[config.mk]
export PLATFORM = sky130hd
export DESIGN_NAME = coolant_temp_plausibility_monitor
export DESIGN_NICKNAME = d
export VERILOG_FILES = /design/src/rtl/core/ctpm_pkg.sv /design/src/rtl/core/ctpm_cfg_regs.sv /design/src/rtl/core/ctpm_step.sv /design/src/rtl/core/coolant_temp_plausibility_monitor.sv
export SDC_FILE = /design/constraint.sdc
export NUM_CORES = 1
export LEC_CHECK = 0
export BUFFER_PORTS_ARGS = -buffer_cell sky130_fd_sc_hd__buf_2
export CORE_MARGIN = 3
export CORE_UTILIZATION = 45
export CTS_CLUSTER_DIAMETER = 40
export DETAILED_ROUTE_END_ITERATION = 7
export GPL_TIMING_DRIVEN = 1
export PLACE_DENSITY = 0.64
export SYNTH_ARGS = -nofsm -noshare
export SYNTH_HDL_FRONTEND = slang
export SYNTH_HIERARCHICAL = 1
export SYNTH_SLANG_ARGS = --single-unit
[constraint.sdc]
create_clock -name clk -period 17.1 [get_ports clk]
set_input_delay 0.855 -clock clk [delete_from_list [all_inputs] [get_ports clk]]
set_output_delay 0.855 -clock clk [all_outputs]
set_load 0.02 [all_outputs]
[src/rtl/core/ctpm_pkg.sv]
// ---------------------------------------------------------------------------
// ctpm_pkg
// Shared types and constants of the coolant temperature plausibility monitor.
// ---------------------------------------------------------------------------
package ctpm_pkg;

  // register index codes of the configuration port
  localparam int CfgIdxWidth = 3;
  typedef enum logic [CfgIdxWidth-1:0] {
    REG_MIN_SPEED_FOR_CUT = 3'd0,
    REG_CUT_DELAY_LOW     = 3'd1,
    REG_CUT_DELAY_HIGH    = 3'd2,
    REG_TRACKER_OFFSET    = 3'd3,
    REG_TRACKER_CEILING   = 3'd4,
    REG_WARMUP_HYSTERESIS = 3'd5,
    REG_WARMUP_TDC_LIMIT  = 3'd6
  } cfg_reg_t;

  localparam int CfgDataWidth = 16;

  // operation codes of an input item
  typedef enum logic {
    OP_TICK    = 1'b0,
    OP_RESTART = 1'b1
  } op_t;

  // register reset values
  localparam logic [7:0]  CutDelayHighReset   = 8'd255;
  localparam logic [7:0]  TrackerCeilingReset = 8'd254;

  // fixed limits
  localparam logic [7:0]  CounterMax   = 8'd255;
  localparam logic [7:0]  TrackerMax   = 8'd254;
  localparam logic signed [11:0] TempBias     = 12'sd40;
  localparam logic signed [11:0] WarmupOffset = 12'sd316;

  typedef struct packed {
    logic [7:0]  min_speed_for_cut;
    logic [7:0]  cut_delay_low;
    logic [7:0]  cut_delay_high;
    logic [7:0]  tracker_offset;
    logic [7:0]  tracker_ceiling;
    logic [7:0]  warmup_hysteresis;
    logic [15:0] warmup_tdc_limit;
  } cfg_t;

  typedef struct packed {
    op_t               operation;
    logic signed [8:0] coolant_temp;
    logic              injection_on;
    logic [7:0]        vehicle_speed;
    logic              diag_inhibit;
    logic              vehicle_running;
    logic [15:0]       tdc_count;
    logic [7:0]        stall_threshold;
  } item_t;

  typedef struct packed {
    logic [7:0] cut_count;
    logic       delay_flag;
    logic [7:0] tracker;
    logic       warmup_done;
    logic [7:0] stall_thd;
    logic       mon_tracker;
    logic       mon_warmup;
    logic       waiting;
    logic       fault_tracker;
    logic       fault_warmup;
  } state_t;

endpackage

[src/rtl/core/ctpm_cfg_regs.sv]
// ---------------------------------------------------------------------------
// ctpm_cfg_regs
// Configuration register file, written one register per beat.
// ---------------------------------------------------------------------------
module ctpm_cfg_regs
  import ctpm_pkg::*;
(
  input  logic                    clk,
  input  logic                    rst,
  input  logic                    wr_en,
  input  logic [CfgIdxWidth-1:0]  wr_index,
  input  logic [CfgDataWidth-1:0] wr_data,
  output cfg_t                    cfg
);

  // register writes, unknown indexes are dropped
  always_ff @(posedge clk) begin
    if (rst) begin
      cfg.min_speed_for_cut <= '0;
      cfg.cut_delay_low     <= '0;
      cfg.cut_delay_high    <= CutDelayHighReset;
      cfg.tracker_offset    <= '0;
      cfg.tracker_ceiling   <= TrackerCeilingReset;
      cfg.warmup_hysteresis <= '0;
      cfg.warmup_tdc_limit  <= '0;
    end else if (wr_en) begin
      case (cfg_reg_t'(wr_index))
        REG_MIN_SPEED_FOR_CUT: cfg.min_speed_for_cut <= wr_data[7:0];
        REG_CUT_DELAY_LOW:     cfg.cut_delay_low     <= wr_data[7:0];
        REG_CUT_DELAY_HIGH:    cfg.cut_delay_high    <= wr_data[7:0];
        REG_TRACKER_OFFSET:    cfg.tracker_offset    <= wr_data[7:0];
        REG_TRACKER_CEILING:   cfg.tracker_ceiling   <= wr_data[7:0];
        REG_WARMUP_HYSTERESIS: cfg.warmup_hysteresis <= wr_data[7:0];
        REG_WARMUP_TDC_LIMIT:  cfg.warmup_tdc_limit  <= wr_data[15:0];
        default: ;
      endcase
    end
  end

endmodule

[src/rtl/core/ctpm_step.sv]
// ---------------------------------------------------------------------------
// ctpm_step
// Next-state logic for one item: counter, hysteresis, tracker and flags.
// ---------------------------------------------------------------------------
module ctpm_step
  import ctpm_pkg::*;
(
  input  cfg_t   cfg,
  input  item_t  item,
  input  state_t cur,
  output state_t nxt
);

  logic signed [11:0] temp_x;
  logic [10:0]        thd5_new;
  logic [10:0]        thd5_old;
  logic [10:0]        rs_num;
  logic signed [11:0] rs_lim;
  logic signed [11:0] tk_raw;
  logic signed [11:0] tk_sum;
  logic signed [11:0] tk_lim;
  logic               cut_cond;
  logic [7:0]         cnt_new;
  logic               dly_new;
  logic signed [11:0] trk_d;
  logic signed [11:0] trk_cap;
  logic signed [11:0] trk_floor;
  logic signed [11:0] trk_d1;
  logic signed [11:0] trk_d2;
  logic signed [11:0] trk_d3;
  logic [7:0]         trk_new;
  logic               mon_trk;
  logic               mon_wup;
  logic               wait_new;
  logic               f_trk;
  logic               f_wup;

  // sign-extended temperature and stall threshold times five
  assign temp_x   = $signed({{3{item.coolant_temp[8]}}, item.coolant_temp});
  assign thd5_new = {1'b0, item.stall_threshold, 2'b00} + {3'b000, item.stall_threshold};
  assign thd5_old = {1'b0, cur.stall_thd, 2'b00} + {3'b000, cur.stall_thd};

  // restart limit, rounded division by eight of a nonnegative value
  assign rs_num = thd5_new + 11'd4;
  assign rs_lim = $signed({4'b0000, rs_num[10:3]})
                + $signed({4'b0000, cfg.warmup_hysteresis}) - TempBias;

  // tick limit, division by eight truncated toward zero
  assign tk_raw = $signed({1'b0, thd5_old}) - WarmupOffset;
  assign tk_sum = tk_raw[11] ? ((tk_raw + 12'sd7) >>> 3) : (tk_raw >>> 3);
  assign tk_lim = tk_sum + $signed({4'b0000, cfg.warmup_hysteresis});

  // saturating fuel cut counter
  assign cut_cond = !item.injection_on && (item.vehicle_speed >= cfg.min_speed_for_cut);
  always_comb begin
    cnt_new = cur.cut_count;
    if (cut_cond) begin
      if (cur.cut_count != CounterMax) cnt_new = cur.cut_count + 8'd1;
    end else begin
      if (cur.cut_count != 8'd0) cnt_new = cur.cut_count - 8'd1;
    end
  end

  // hysteresis flag, set test wins on overlapping limits
  always_comb begin
    dly_new = cur.delay_flag;
    if (cnt_new >= cfg.cut_delay_high) dly_new = 1'b1;
    else if (cnt_new <= cfg.cut_delay_low) dly_new = 1'b0;
  end

  // monotonic capped tracker
  assign trk_d     = temp_x - $signed({4'b0000, cfg.tracker_offset});
  assign trk_cap   = $signed({4'b0000, cfg.tracker_ceiling}) - TempBias;
  assign trk_floor = $signed({4'b0000, cur.tracker}) - TempBias;
  assign trk_d1    = (trk_d > trk_cap) ? trk_cap : trk_d;
  assign trk_d2    = (trk_d1 < trk_floor) ? trk_floor : trk_d1;
  assign trk_d3    = trk_d2 + TempBias;
  always_comb begin
    if (!cur.warmup_done) trk_new = cur.tracker;
    else if (trk_d3 > $signed({4'b0000, TrackerMax})) trk_new = TrackerMax;
    else if (trk_d3 < 12'sd0) trk_new = 8'd0;
    else trk_new = trk_d3[7:0];
  end

  // monitor flags from the warm-up state before this tick
  assign mon_trk = !item.diag_inhibit && item.vehicle_running && cur.warmup_done;
  assign mon_wup = !item.diag_inhibit && item.vehicle_running && !cur.warmup_done;

  assign f_trk = mon_trk && dly_new
              && (temp_x < ($signed({4'b0000, trk_new}) - TempBias));

  assign wait_new = mon_wup && (temp_x <= tk_lim)
                 && (item.tdc_count <= cfg.warmup_tdc_limit);

  // warm-up fault holds while still waiting
  always_comb begin
    if (!mon_wup) f_wup = 1'b0;
    else if (!wait_new) f_wup = dly_new && (temp_x < tk_sum);
    else f_wup = cur.fault_warmup;
  end

  // select restart or tick update
  always_comb begin
    nxt = cur;
    case (item.operation)
      OP_RESTART: begin
        nxt.cut_count   = '0;
        nxt.tracker     = '0;
        nxt.stall_thd   = item.stall_threshold;
        nxt.warmup_done = temp_x > rs_lim;
      end
      OP_TICK: begin
        nxt.cut_count     = cnt_new;
        nxt.delay_flag    = dly_new;
        nxt.tracker       = trk_new;
        nxt.mon_tracker   = mon_trk;
        nxt.mon_warmup    = mon_wup;
        nxt.waiting       = wait_new;
        nxt.warmup_done   = cur.warmup_done | (cur.waiting & !wait_new);
        nxt.fault_tracker = f_trk;
        nxt.fault_warmup  = f_wup;
      end
      default: ;
    endcase
  end

endmodule

[src/rtl/core/coolant_temp_plausibility_monitor.sv]
// ---------------------------------------------------------------------------
// coolant_temp_plausibility_monitor
// Fuel cut counter, temperature tracker and warm-up coherence flags.
// ---------------------------------------------------------------------------
//  channel   handshake                  payload
//  item      item_valid/item_stall      operation .. stall_threshold
//  result    result_valid/result_stall  cut_counter .. fault_warmup
//  config    cfg_valid/cfg_ready        cfg_index, cfg_data
//
// An item beat lands in the input register and is evaluated when the result
// is not stalled; its result goes to the state register, which is the output.
// One item per cycle while the result is not stalled; result_valid rises once
// the item has passed the input register and the state register.
// A stalled result holds the next item in the input register; item_stall
// rises only when that register is full and cannot drain.
// Synchronous reset clears the valid flags and state register; cfg_ready is always high.
// ---------------------------------------------------------------------------
module coolant_temp_plausibility_monitor
  import ctpm_pkg::*;
(
  input  logic                    clk,
  input  logic                    rst,
  // item channel
  input  logic                    item_valid,
  output logic                    item_stall,
  input  logic                    operation,
  input  logic signed [8:0]       coolant_temp,
  input  logic                    injection_on,
  input  logic [7:0]              vehicle_speed,
  input  logic                    diag_inhibit,
  input  logic                    vehicle_running,
  input  logic [15:0]             tdc_count,
  input  logic [7:0]              stall_threshold,
  // result channel
  output logic                    result_valid,
  input  logic                    result_stall,
  output logic [7:0]              cut_counter,
  output logic                    cut_delay_flag,
  output logic [7:0]              tracker_value,
  output logic                    warmup_done,
  output logic                    monitor_tracker,
  output logic                    monitor_warmup,
  output logic                    warmup_waiting,
  output logic                    fault_tracker,
  output logic                    fault_warmup,
  // configuration channel
  input  logic                    cfg_valid,
  output logic                    cfg_ready,
  input  logic [CfgIdxWidth-1:0]  cfg_index,
  input  logic [CfgDataWidth-1:0] cfg_data
);

  cfg_t   cfg;
  item_t  in_item;
  logic   in_valid;
  state_t state;
  state_t state_next;
  logic   item_fire;
  logic   proc;

  // configuration registers
  assign cfg_ready = 1'b1;

  ctpm_cfg_regs u_cfg_regs (
    .clk      (clk),
    .rst      (rst),
    .wr_en    (cfg_valid && cfg_ready),
    .wr_index (cfg_index),
    .wr_data  (cfg_data),
    .cfg      (cfg)
  );

  // handshake control
  assign proc       = in_valid && (!result_valid || !result_stall);
  assign item_stall = in_valid && !proc;
  assign item_fire  = item_valid && !item_stall;

  // input register
  always_ff @(posedge clk) begin
    if (rst) begin
      in_valid <= 1'b0;
    end else begin
      in_valid <= item_fire || (in_valid && !proc);
    end
    if (item_fire) begin
      in_item.operation       <= op_t'(operation);
      in_item.coolant_temp    <= coolant_temp;
      in_item.injection_on    <= injection_on;
      in_item.vehicle_speed   <= vehicle_speed;
      in_item.diag_inhibit    <= diag_inhibit;
      in_item.vehicle_running <= vehicle_running;
      in_item.tdc_count       <= tdc_count;
      in_item.stall_threshold <= stall_threshold;
    end
  end

  // next-state evaluation
  ctpm_step u_step (
    .cfg  (cfg),
    .item (in_item),
    .cur  (state),
    .nxt  (state_next)
  );

  // state and result register
  always_ff @(posedge clk) begin
    if (rst) begin
      state        <= '0;
      result_valid <= 1'b0;
    end else begin
      result_valid <= proc || (result_valid && result_stall);
      if (proc) state <= state_next;
    end
  end

  assign cut_counter     = state.cut_count;
  assign cut_delay_flag  = state.delay_flag;
  assign tracker_value   = state.tracker;
  assign warmup_done     = state.warmup_done;
  assign monitor_tracker = state.mon_tracker;
  assign monitor_warmup  = state.mon_warmup;
  assign warmup_waiting  = state.waiting;
  assign fault_tracker   = state.fault_tracker;
  assign fault_warmup    = state.fault_warmup;

  // checks
  a_stall_only_when_full: assert property (@(posedge clk) disable iff (rst)
    item_stall |-> (in_valid && result_valid && result_stall))
    else $error("item stall without a held item");

  a_state_holds_idle: assert property (@(posedge clk) disable iff (rst)
    !proc |=> $stable(state))
    else $error("state changed without an item");

  a_tracker_capped: assert property (@(posedge clk) disable iff (rst)
    tracker_value <= TrackerMax)
    else $error("tracker above its maximum");

  a_warmup_rise_cause: assert property (@(posedge clk) disable iff (rst)
    (proc && !state.warmup_done && state_next.warmup_done
     && in_item.operation == OP_TICK) |-> state.waiting)
    else $error("warm-up completed without a falling wait");

endmodule
==> impl_metrics.toml <==
[yosys]
synth_fa_ha_area_share_pct = 17.4
postSynthAreaPerCell_um2 = 8.96
post_synth_and_or_nand_nor_area_fraction_pct = 18.4
synthTopCellsByArea = "ha_1 17%, dfxtp_1 16%, edfxtp_1 11%, mux2i_1 8.6%, nand2b_1 7.4%"
yosysMostFrequentCell = "ha_1"
synth-seq-cells = 142
ys_warn_count = 6
netlist_area_mm2 = 0.0119
synth_edf_count = 45
async_flop_share_pct = 0
synth_xor_area_share_pct = 3.55
syn-num-nets = 1554
synth.distinct_cells = 89
yosys-top-cells-count = "157 x ha_1, 141 x nand2b_1, 136 x inv_1"
synthFlopType = "dfxtp_1"
post-synth-top-area-cell = "ha_1"
synth_compound_area_share_pct = 15.9
synthCells = 1323
yosysTopAreaCellShare_pct = 16.6
synth_top_family_by_area = "simple AND/OR/NAND/NOR gates"
yosysSeqAreaShare_pct = 27.8
muxShareOfSynthArea_pct = 9.72

[final_layout]
stdcell_count = 1726
fillers = 2448
nets = 1614
diodes = 0
area_growth_pct = 9.80
drive_gt1_share_pct = 12.5

[drt]
num_vias = 9321
drt-total-wl_um = 28400
drc = 0
via_per_inst = 5.40
drt_first_pass_iters = 5
ant_nets = 0
drt_iter0_drc = 479
wl_per_cell_um = 16.4

[critical_path]
end_kind = "flop"
critPathLaunchType = "flop"
path_class = "flop to flop"
critPathSlowestCell = "mux2i_1"
slowest_delay_ns = 0.51
worstRegToRegCells = 46
crit_buf_inv = 3
ff2ff_setup_slack_ns = 7.08
crit_family = "compound AO/OA/AOI/OAI gates"
worstPathRequired_ns = 17.46
crit_fanout = 22
path_common_cell = "ha_1"
cp_num_cells = 46
crit_arrival_ns = 10.38

[floorplan]
die-width_um = 168
initial_core_util_pct = 46.4
die-area_mm2 = 0.0283
row_count = 58
io_pins = 95
die_h_um = 168
coreArea_mm2 = 0.0255

[clock_network]
postCtsSetupRepairBufs = 0
holdBufCountCts = 0
cts_tree = "done"
clk_latency_ns = 0.43
numCtsBuffers = 17
cts_sinks = 142
cts_buffer_depth = 2
cts_root_buf = "clkbuf_16"
path_clk_slew_ns = 0.06
cts_resized = 0
cts.htree.levels = 4

[timing]
fin_setup_tns_ns = 0
period_share_pct = 58.6
finalHoldViolations = 0
clock_skew_ns = 0.0100
layout_setup_ws_ns = 7.08
setup_violations = 0
max_freq_ghz = 0.0998
drv_slew = 0
tightest_slew_ns = 0.717
rsz0062_at_grt = "false"
fin_crit_ns = 10.02
slew_headroom_pct = 51.9

[global_routing]
gr-total-overflow = 0
antenna_found_initial = 1
grt_pass1_wl_um = 45100
track_usage_pct = 19.7
grt_pass1_vias = 8740
grt_max_degree = 82

[flow_run]
maxCapViolations = 0

[power]
power_density_mw_per_mm2 = 84.4
p_total_mw = 1.10
peakVddDrop_uv = 43.5
leakagePower_nw = 5.80

[placed_design]
placed_cells = 1694
place_congestion = 0.873
dp_slack_ns = 7.17
dp_hpwl_um = 21700
portBuffers = 93

[min_path]
min_path_cells = 2
hold_path_class = "flop to flop"

[run_status]
outcome = "finished, final reports clean"
-- area by class of cell --
| class | instances | area (µm²) | share of cell area [%] |
|---|---|---|---|
| inverter | 137 | 514 | 3.95 |
| timing repair buffer | 98 | 505 | 3.88 |
| clock inverter | 14 | 148 | 1.13 |
| multi-input combinational | 987 | 7710 | 59.3 |
| tap | 330 | 413 | 3.17 |
| clock buffer | 18 | 429 | 3.30 |
| sequential | 142 | 3290 | 25.3 |
-- cells in the final DEF, fill, tap and decap left out, types with 17 or more instances in the layout --
cell type,Yosys,routed
a21o_1,31,31
a21oi_1,64,64
buf_2,12,92
clkbuf_16,0,17
dfxtp_1,97,97
edfxtp_1,45,45
ha_1,157,157
inv_1,136,136
mux2i_1,102,102
nand2_1,54,54
nand2b_1,141,141
nand3_1,18,18
nor2_1,87,86
nor2b_1,18,18
o21a_1,22,22
o21ai_0,49,49
xnor2_1,35,35
-- report_power, final --
part	switching (mW)	internal [mW]
logic	0.202	0.151
clock network	0.167	0.206
registers	0.0114	0.360
-- worst reg2reg max path, delay by kind of cell, from the launching register on --
family,cells,cell delay (ns)
buffers and inverters,3,0.33
DFF,1,0.41
AOI/OAI and AO/OA,21,3.90
xor gates and xnor gates,1,0.18
adders and majority gates,6,1.90
muxes,4,1.35
and+or+nand+nor,11,1.88
-- metal layers --
metal / GRT usage (%) / vias up / share of wire, %
li1: - / 4737 / -
met5: 0 / - / 0.046
met1: 26.3 / 4345 / 47
met4: 5.02 / 2 / 1.7
met2: 33.0 / 199 / 47
met3: 3.73 / 38 / 4.5
-- registers in the layout (all words and copies together), names as in the netlist --
signal,count
result_valid,1
fault_warmup,1
u_cfg_regs/cfg,64
cut_delay_flag,1
tracker_value,8
warmup_waiting,1
monitor_tracker,1
in_item,45
cut_counter,8
fault_tracker,1
in_valid,1
state,8
warmup_done,1
monitor_warmup,1
-- per-stage QoR --
step	area [µm²]	util, %	hold WS, ns
after floorplan	11900	-	0.449
after global placement	12400	48.7	0.460
after detailed placement	12400	48.7	0.462
after CTS	13000	51.0	0.479
after global routing	13000	51.0	0.496
final	13000	51.0	0.475
-- path summary, 6_finish.rpt --
| check | start | to |
|---|---|---|
| max | in_item[35] | fault_tracker |
| min | u_cfg_regs/cfg[36] | u_cfg_regs/cfg[36] |
| max reg2reg | in_item[35] | fault_tracker |
| min reg2reg | u_cfg_regs/cfg[36] | u_cfg_regs/cfg[36] |
-- cell families after synthesis --
family / after synthesis
AOI/OAI and AO/OA: 261
xor gates and xnor gates: 48
adders and majority gates: 162
buffers and inverters: 194
DFF: 142
muxes: 113
other: 1
and+or+nand+nor: 402
(Power assumes the default switching activity.)
